--- src/sv/length_prefixed_string_decoder_top_macros.svh ---
// ---------------------------------------------------------------------------
// length_prefixed_string_decoder_top_macros.svh
// assertion macros used by the decoder top
// ---------------------------------------------------------------------------
`ifndef LENGTH_PREFIXED_STRING_DECODER_TOP_MACROS_SVH
`define LENGTH_PREFIXED_STRING_DECODER_TOP_MACROS_SVH

`ifndef NO_ASSERTIONS

// same-cycle implication, sampled on clk, off during reset
`define LPSD_ASSERT_NOW(lbl, ante, cons, msg) \
	lbl: assert property (@(posedge clk) disable iff (!arst_n) (ante) |-> (cons)) \
		else $error(msg);

// next-cycle implication, sampled on clk, off during reset
`define LPSD_ASSERT_NEXT(lbl, ante, cons, msg) \
	lbl: assert property (@(posedge clk) disable iff (!arst_n) (ante) |=> (cons)) \
		else $error(msg);

`else

`define LPSD_ASSERT_NOW(lbl, ante, cons, msg)
`define LPSD_ASSERT_NEXT(lbl, ante, cons, msg)

`endif

`endif

--- src/sv/lpsd_pkg.sv ---
// ---------------------------------------------------------------------------
// lpsd_pkg
// shared types and constants of the length-prefixed string decoder
// ---------------------------------------------------------------------------
package lpsd_pkg;

	// width of header values and of the payload byte count
	localparam int LEN_BITS = 16;
	// accumulator times ten plus a digit fits in four more bits
	localparam int PROD_BITS = LEN_BITS + 4;

	localparam logic [7:0] DELIM   = 8'h3B;
	localparam logic [7:0] DIGIT_0 = 8'h30;
	localparam logic [7:0] DIGIT_9 = 8'h39;

	typedef enum logic [1:0] {
		KIND_BYTE  = 2'd0,
		KIND_EMPTY = 2'd1,
		KIND_ERROR = 2'd2,
		KIND_END   = 2'd3
	} kind_t;

	// one result of the decoder core
	typedef struct packed {
		logic        emit;
		kind_t       kind;
		logic [7:0]  byte_out;
		logic        string_end;
		logic        message_end;
	} lpsd_res_t;

endpackage

--- src/sv/lpsd_in_if.sv ---
// ---------------------------------------------------------------------------
// lpsd_in_if
// byte channel into the decoder
// ---------------------------------------------------------------------------
interface lpsd_in_if;
	logic       valid;
	logic       ready;
	logic [7:0] data;
	logic       last;

	modport source (output valid, output data, output last, input ready);
	modport sink (input valid, input data, input last, output ready);
endinterface

--- src/sv/lpsd_out_if.sv ---
// ---------------------------------------------------------------------------
// lpsd_out_if
// result channel out of the decoder
// ---------------------------------------------------------------------------
interface lpsd_out_if;
	logic       valid;
	logic       ready;
	logic [1:0] kind;
	logic [7:0] byte_out;
	logic       string_end;
	logic       message_end;

	modport source (output valid, output kind, output byte_out, output string_end,
		output message_end, input ready);
	modport sink (input valid, input kind, input byte_out, input string_end,
		input message_end, output ready);
endinterface

--- src/sv/lpsd_core.sv ---
// ---------------------------------------------------------------------------
// lpsd_core
// deframing state and per-byte decode, one byte per step
// ---------------------------------------------------------------------------
module lpsd_core (
	input  logic                  clk,
	input  logic                  arst_n,
	input  logic                  step,
	input  logic [7:0]            data,
	input  logic                  last,
	output lpsd_pkg::lpsd_res_t   res
);

	typedef enum logic [1:0] {
		PH_COUNT = 2'd0,
		PH_LEN   = 2'd1,
		PH_BODY  = 2'd2,
		PH_SKIP  = 2'd3
	} phase_t;

	phase_t                         phase_q, phase_d;
	logic [lpsd_pkg::LEN_BITS-1:0]  acc_q, acc_d;
	logic                           digit_seen_q, digit_seen_d;
	logic                           ignore_rest_q, ignore_rest_d;
	logic [lpsd_pkg::LEN_BITS-1:0]  bytes_left_q, bytes_left_d;

	logic [lpsd_pkg::PROD_BITS-1:0] prod;
	logic [lpsd_pkg::LEN_BITS-1:0]  left_dec;
	logic                           is_digit;
	logic                           do_fail;

	// acc * 10 + digit as two shifts and an add
	assign prod = ({4'd0, acc_q} << 3) + ({4'd0, acc_q} << 1)
		+ lpsd_pkg::PROD_BITS'(data - lpsd_pkg::DIGIT_0);
	assign left_dec = bytes_left_q - lpsd_pkg::LEN_BITS'(1);
	assign is_digit = (data >= lpsd_pkg::DIGIT_0) && (data <= lpsd_pkg::DIGIT_9);

	always_comb begin
		phase_d       = phase_q;
		acc_d         = acc_q;
		digit_seen_d  = digit_seen_q;
		ignore_rest_d = ignore_rest_q;
		bytes_left_d  = bytes_left_q;
		do_fail       = 1'b0;
		res           = '0;
		res.kind      = lpsd_pkg::KIND_BYTE;

		unique case (phase_q)
			PH_SKIP: begin
			end
			PH_BODY: begin
				bytes_left_d = left_dec;
				if (left_dec == '0) begin
					phase_d         = PH_LEN;
					res.emit        = 1'b1;
					res.byte_out    = data;
					res.string_end  = 1'b1;
					res.message_end = last;
				end else if (last) begin
					do_fail = 1'b1;
				end else begin
					res.emit     = 1'b1;
					res.byte_out = data;
				end
			end
			default: begin
				// count or length header
				if (data == lpsd_pkg::DELIM) begin
					if (!digit_seen_q) begin
						do_fail = 1'b1;
					end else begin
						acc_d         = '0;
						digit_seen_d  = 1'b0;
						ignore_rest_d = 1'b0;
						if (phase_q == PH_COUNT) begin
							phase_d = PH_LEN;
							if (last) begin
								res.emit        = 1'b1;
								res.kind        = lpsd_pkg::KIND_END;
								res.message_end = 1'b1;
							end
						end else if (acc_q == '0) begin
							res.emit        = 1'b1;
							res.kind        = lpsd_pkg::KIND_EMPTY;
							res.string_end  = 1'b1;
							res.message_end = last;
						end else if (last) begin
							do_fail = 1'b1;
						end else begin
							bytes_left_d = acc_q;
							phase_d      = PH_BODY;
						end
					end
				end else begin
					if (!ignore_rest_q) begin
						if (is_digit) begin
							if (prod[lpsd_pkg::PROD_BITS-1:lpsd_pkg::LEN_BITS] != '0) begin
								do_fail = 1'b1;
							end else begin
								acc_d        = prod[lpsd_pkg::LEN_BITS-1:0];
								digit_seen_d = 1'b1;
							end
						end else if (!digit_seen_q) begin
							do_fail = 1'b1;
						end else begin
							ignore_rest_d = 1'b1;
						end
					end
					// message ended inside a header field
					if (last) begin
						do_fail = 1'b1;
					end
				end
			end
		endcase

		if (do_fail) begin
			phase_d         = PH_SKIP;
			acc_d           = '0;
			digit_seen_d    = 1'b0;
			ignore_rest_d   = 1'b0;
			bytes_left_d    = '0;
			res             = '0;
			res.emit        = 1'b1;
			res.kind        = lpsd_pkg::KIND_ERROR;
			res.message_end = 1'b1;
		end

		// every message end returns to the reset state
		if (last) begin
			phase_d       = PH_COUNT;
			acc_d         = '0;
			digit_seen_d  = 1'b0;
			ignore_rest_d = 1'b0;
			bytes_left_d  = '0;
		end
	end

	always_ff @(posedge clk or negedge arst_n) begin
		if (!arst_n) begin
			phase_q       <= PH_COUNT;
			acc_q         <= '0;
			digit_seen_q  <= 1'b0;
			ignore_rest_q <= 1'b0;
			bytes_left_q  <= '0;
		end else if (step) begin
			phase_q       <= phase_d;
			acc_q         <= acc_d;
			digit_seen_q  <= digit_seen_d;
			ignore_rest_q <= ignore_rest_d;
			bytes_left_q  <= bytes_left_d;
		end
	end

endmodule

--- src/sv/length_prefixed_string_decoder_top.sv ---
// ---------------------------------------------------------------------------
// length_prefixed_string_decoder_top
// deframes, while not stalled, a decimal-count, length-prefixed string message one byte a cycle
// ---------------------------------------------------------------------------
// Takes one byte request per clock while not stalled and gives at most one
// result per byte: a payload byte (string_end on the last byte of each
// string), an empty-string marker, a clean end for a message holding only the
// count field, or a single error after which the rest of the message is
// dropped silently. Throughput is one byte per cycle while results are taken.
// An accepted byte sits in the input register, is decoded from it and has
// its result registered in the result register. A result that is not taken
// holds the byte in the input register, and intake stops only while that
// register is full. The state returns to reset after every byte marked last,
// so messages need no separator.
module length_prefixed_string_decoder_top (
	input  logic  clk,
	input  logic  arst_n,
	lpsd_in_if.sink     bytes,
	lpsd_out_if.source  results
);

`include "length_prefixed_string_decoder_top_macros.svh"

	// input register
	logic                 valid_s1;
	logic [7:0]           data_s1;
	logic                 last_s1;

	// result register
	logic                 res_valid_q;
	lpsd_pkg::lpsd_res_t  res_q;

	lpsd_pkg::lpsd_res_t  core_res;
	logic                 advance;
	logic                 step;

	// the result register can take a new value when empty or being drained
	assign advance = !res_valid_q || results.ready;
	assign step    = valid_s1 && advance;
	assign bytes.ready = !valid_s1 || advance;

	lpsd_core u_core (
		.clk    (clk),
		.arst_n (arst_n),
		.step   (step),
		.data   (data_s1),
		.last   (last_s1),
		.res    (core_res)
	);

	// control flops
	always_ff @(posedge clk or negedge arst_n) begin
		if (!arst_n) begin
			valid_s1    <= 1'b0;
			res_valid_q <= 1'b0;
		end else begin
			if (bytes.ready) begin
				valid_s1 <= bytes.valid;
			end
			if (advance) begin
				// bytes that produce nothing leave the result register empty
				res_valid_q <= step && core_res.emit;
			end
		end
	end

	// payload flops
	always_ff @(posedge clk) begin
		if (bytes.ready && bytes.valid) begin
			data_s1 <= bytes.data;
			last_s1 <= bytes.last;
		end
		if (step) begin
			res_q <= core_res;
		end
	end

	assign results.valid       = res_valid_q;
	assign results.kind        = res_q.kind;
	assign results.byte_out    = res_q.byte_out;
	assign results.string_end  = res_q.string_end;
	assign results.message_end = res_q.message_end;

	// a stalled byte in the input register is neither lost nor changed
	`LPSD_ASSERT_NEXT(a_s1_hold, valid_s1 && !advance, valid_s1 && $stable(data_s1) && $stable(last_s1), "input register lost a stalled byte")

	// only payload results carry a nonzero byte
	`LPSD_ASSERT_NOW(a_byte_zero, res_valid_q && res_q.kind != lpsd_pkg::KIND_BYTE, res_q.byte_out == 8'd0, "nonzero byte on a non-payload result")

	// error and clean end always close the message
	`LPSD_ASSERT_NOW(a_end_flag, res_valid_q && (res_q.kind == lpsd_pkg::KIND_ERROR || res_q.kind == lpsd_pkg::KIND_END), res_q.message_end && !res_q.string_end, "error or clean end without message end")

	// an empty string is always a string end
	`LPSD_ASSERT_NOW(a_empty_end, res_valid_q && res_q.kind == lpsd_pkg::KIND_EMPTY, res_q.string_end, "empty string result without string end")

endmodule
--- src/flat_wrapper.sv ---
// flat-port wrapper written by rule: the top's interface ports become plain ports
module length_prefixed_string_decoder_top_flat 
  (clk, arst_n, bytes_valid, bytes_data, bytes_last, bytes_ready, results_valid, results_kind, results_byte_out, results_string_end, results_message_end, results_ready);
  lpsd_in_if bytes_i ();
  lpsd_out_if results_i ();
  input  logic clk;
  input  logic arst_n;
  input wire logic [$bits(bytes_i.valid)-1:0] bytes_valid;
  input wire logic [$bits(bytes_i.data)-1:0] bytes_data;
  input wire logic [$bits(bytes_i.last)-1:0] bytes_last;
  output wire logic [$bits(bytes_i.ready)-1:0] bytes_ready;
  output wire logic [$bits(results_i.valid)-1:0] results_valid;
  output wire logic [$bits(results_i.kind)-1:0] results_kind;
  output wire logic [$bits(results_i.byte_out)-1:0] results_byte_out;
  output wire logic [$bits(results_i.string_end)-1:0] results_string_end;
  output wire logic [$bits(results_i.message_end)-1:0] results_message_end;
  input wire logic [$bits(results_i.ready)-1:0] results_ready;
  assign bytes_i.valid = bytes_valid;
  assign bytes_i.data = bytes_data;
  assign bytes_i.last = bytes_last;
  assign bytes_ready = bytes_i.ready;
  assign results_valid = results_i.valid;
  assign results_kind = results_i.kind;
  assign results_byte_out = results_i.byte_out;
  assign results_string_end = results_i.string_end;
  assign results_message_end = results_i.message_end;
  assign results_i.ready = results_ready;
  length_prefixed_string_decoder_top u_core (.clk(clk), .arst_n(arst_n), .bytes(bytes_i), .results(results_i));
endmodule
--- config.mk ---
export PLATFORM = sky130hd
export DESIGN_NAME = length_prefixed_string_decoder_top_flat
export DESIGN_NICKNAME = d
export VERILOG_FILES = /design/src/sv/lpsd_pkg.sv /design/src/sv/lpsd_in_if.sv /design/src/sv/lpsd_out_if.sv /design/src/sv/lpsd_core.sv /design/src/sv/length_prefixed_string_decoder_top.sv /design/src/flat_wrapper.sv
export VERILOG_INCLUDE_DIRS = /design/src /design/src/sv
export SDC_FILE = /design/constraint.sdc
export NUM_CORES = 1
export LEC_CHECK = 0
export ABC_AREA = 1
export BUFFER_PORTS_ARGS = -buffer_cell sky130_fd_sc_hd__buf_2
export CAP_MARGIN = 20
export CORE_MARGIN = 2
export CORE_UTILIZATION = 60
export CTS_BUF_LIST = sky130_fd_sc_hd__clkbuf_4 sky130_fd_sc_hd__clkbuf_8
export DETAILED_ROUTE_END_ITERATION = 10
export HOLD_SLACK_MARGIN = 0.05
export MAX_ROUTING_LAYER = met4
export PLACE_DENSITY = 0.84
export SLEW_MARGIN = 20
export SYNTH_ARGS = -nofsm -noshare
export SYNTH_HDL_FRONTEND = slang
export SYNTH_SLANG_ARGS = --single-unit
export TNS_END_PERCENT = 20
--- constraint.sdc ---
create_clock -name clk -period 7 [get_ports clk]
set_input_delay 1.4 -clock clk [delete_from_list [all_inputs] [get_ports clk]]
set_output_delay 1.4 -clock clk [all_outputs]
set_load 0.1 [all_outputs]
==> summary.txt <==
STA
  • Least-Margin Pin Slew: 0.9588 ns
  • Count of final hold-check violations: 0
  • Setup ws final: 2.093 ns
  • Post-layout min period: 4.907 ns
  • Clock skew: between 0.01 and 0.015 ns
  • RSZ-0062 raised after global routing: false
  • Fmax: 203.8 MHz
  • Final slew viol count: 0
  • Slew HR: 0.3584
  • Final Cycle Share: 0.7010
  • Setup tns final: 0 ns
  • Setup Viol. Count Final: 0

Routing
  • DR WL/cell: around 15 microns
  • Initial drt markers: between 200 and 250
  • Vias: roughly 4.2k
  • Residual DRC: 0
  • Vias per inst: between 5 and 6
  • TritonRoute pass-1 iters: 5
  • WL final: roughly 11,000 microns
  • Post-DRT Antenna Nets: 0

Setup path
  • Worst R2R Setup Slack: between 2 and 2.5 ns
  • Reg2reg end: u_core.u_core.acc_q[13]
  • Arrival time worst endpoint: just over 5 ns
  • Reg2Reg Launch Point: u_core.data_s1[4]
  • CP peak stage delay: roughly 0.75 ns
  • Max FO, Critical Path: 34
  • CP Data Required Time: between 7 and 8 ns
  • Type of origin of the critical path: flop
  • Most used cell, CP: nand2_1
  • R2R depth: 24
  • WS Path Type: flop to flop
  • Critical path's slowest cell: o21ai_4
  • Worst path cell trace: ha_1, nor3_2, buf_4, fa_1, ha_1, nand2_1, inv_1, a21oi_1, nand3_1, nand2_1, nand2_1, nand2_1, nand2_1, nor2_1, nand2_1, nand2_1, nand2_2, nand2_4, nand2_8, nor2_8, inv_4, o21ai_4, nand2_1, o21ai_2
  • Critical path endpoint category: flop

Placed design
  • Placement Setup Slack: 2.167 ns
  • Detailed Place HPWL: 8757 microns
  • Gp weighted congestion: between 0.9 and 1
  • Port Buf Inserts: 26

Floorplanning
  • Die W: between 90 and 100 microns
  • Core ar.: between 7000 and 8000 sq um
  • Number of core rows: 32
  • Die height: approximately 93 microns
  • Total die area: 8674 sq um
  • Starting Density: 0.6169
  • IO Count: 27

Clocking
  • Hold-fix buffers, CTS: 0
  • Post-CTS sizing: 0
  • Clock root buffer: clkbuf_8
  • H-tree depth: 3
  • Clk buf depth: 2
  • Setup Fix Bufs, Post-CTS: 0
  • Clk_lat worst skew: roughly 0.34 ns
  • # clock sinks: 59
  • Cts bufs inserted: 9
  • Clock slew at reported path FFs: around 0.070 ns
  • CTS tree: yes

Yosys
  • Syn avg cell area: ~7.5 sq um
  • Number of synthesized flops with an enable pin: 21
  • Yosys warnings: 0
  • Top cells by area, synth: dfrtp_1 20%, nand2_1 15%, edfxtp_1 13%
  • Flops & latches, synth: 59
  • Distinct cells, synth: 43
  • Post-synth top flop: dfrtp_1
  • Async SR Flop Fraction: 0.6441
  • Mapped Cells: 638
  • Post-Syn Nets: a little under 700
  • Sequential area share after synthesis: 0.3318
  • Post-Syn Area: about 4800 sq um
  • Top-area cell type share of the netlist area: 0.1995
  • Cell taking the most area after synthesis: dfrtp_1

Final layout
  • Antenna Cells: 0
  • Layout Nets: around 700
  • P&R area growth vs syn: 8.609%
  • Commonest non-fill, non-tap cell in the layout: nand2_1
  • Most frequent cells in the layout: 195 x nand2_1, 68 x nor2_1, 65 x inv_1
  • Share of cells above drive strength 1: 0.1437
  • Fill count: between 600 and 700

Hold path
  • Hold Path Sink: u_core.u_core.digit_seen_q
  • HP Start: u_core.u_core.digit_seen_q
  • Hold WC Path Type: flop to flop
  • Hold depth: 2

Global routing
  • Pin count of the biggest net entering global routing: 39
  • GRT Util Overall: 0.2867
  • Grt total ovfl: 0
  • Vias in the first global route: 4,205
  • Initial antenna violation count: 0
  • First-pass GRT wire length: 19,260 microns

Run status
  • Status: completed

Run
  • Max-cap violations: 0
[synthesized netlist by cell type, types with 3 or more instances]
cell	count
inv_1	65
edfxtp_1	21
nor2_1	68
buf_6	3
fa_1	15
nand4_1	6
dfrtp_1	38
xnor2_1	4
ha_1	24
nand3_2	3
nor3_1	15
nand2_2	8
clkbuf_1	7
xor2_1	11
nor2_4	4
or2_2	11
nor4_1	5
o21ai_0	41
nand2_1	195
o21ai_2	14
a21oi_1	17
nand3_1	36
[critical path: cells and delay by family (launching register included)]
family                   cells  cell delay [ns]
buffers and inverters        3             0.44
flip-flops                   1             0.42
adder cells (fa/ha/maj)      3             1.12
AND/OR/NAND/NOR             15             1.81
AO/OA/AOI/OAI                3             1.00
[flip-flops by register name, indices dropped and copies added (netlist names), 2 cells and up]
register,flops
u_core.u_core.acc_q,16
u_core.u_core.bytes_left_q,16
u_core.data_s1,8
u_core.results.byte_out,8
u_core.results.kind,2
u_core.u_core.phase_q,2
[cells by family (layout without fill, tap and decap cells)]
family | count (synthesis) | count (layout) | synth area share
adder cells (fa/ha/maj) | 39 | 39 | 0.1260
buffers and inverters | 84 | 114 | 0.07218
AO/OA/AOI/OAI | 77 | 77 | 0.09580
AND/OR/NAND/NOR | 363 | 363 | 0.3433
XOR/XNOR | 16 | 16 | 0.03097
flip-flops | 59 | 59 | 0.3318
[final cells by class]
| type | count | area [sq um] | share of cell area |
|---|---|---|---|
| Clock buffer | 10 | 131.4 | 0.02537 |
| Clock inverter | 6 | 80.08 | 0.01547 |
| Inverter | 70 | 265.3 | 0.05123 |
| Multi-Input combinational cell | 495 | 2846 | 0.5498 |
| Sequential cell | 59 | 1582 | 0.3055 |
| Tap cell | 102 | 127.6 | 0.02465 |
| Timing Repair Buffer | 28 | 145.1 | 0.02803 |
[worst max-delay path by stage]
stage | endpoint | slack, ns | from
global route | u_core.u_core.acc_q[13] | 1.63 | u_core.data_s1[4]
CTS | u_core.u_core.acc_q[1] | 2.09 | u_core.data_s1[4]
global placement | u_core.u_core.acc_q[2] | 2.34 | u_core.data_s1[4]
finish | u_core.u_core.acc_q[13] | 2.09 | u_core.data_s1[4]
detailed placement | u_core.u_core.acc_q[1] | 2.17 | u_core.data_s1[4]
floorplan | u_core.u_core.acc_q[1] | 2.15 | u_core.data_s1[4]
[routing by layer]
metal | vias to the layer above | global-route usage | part of all wire
met1 | 1942 | 0.3644 | 0.44
met3 | 34 | 0.05238 | 0.052
li1 | 2112 | - | -
met4 | 0 | 0.09314 | 0.023
met2 | 155 | 0.4686 | 0.49
met5 | - | - | 0
[through the flow]
step	std cells	hold WS, ns	utilization	cell area (sq um)
finish	770	0.5003	0.6700	5177
global route	770	0.5332	0.6700	5177
CTS	770	0.4988	0.6700	5177
detailed placement	754	0.4826	0.6426	4966
global placement	754	0.4822	0.6426	4966
floorplan	638	0.4609	-	4767
Power is left out: the tool's default activity adds up to more than one toggle a clock period on the data nets, which glitch-free logic cannot reach.
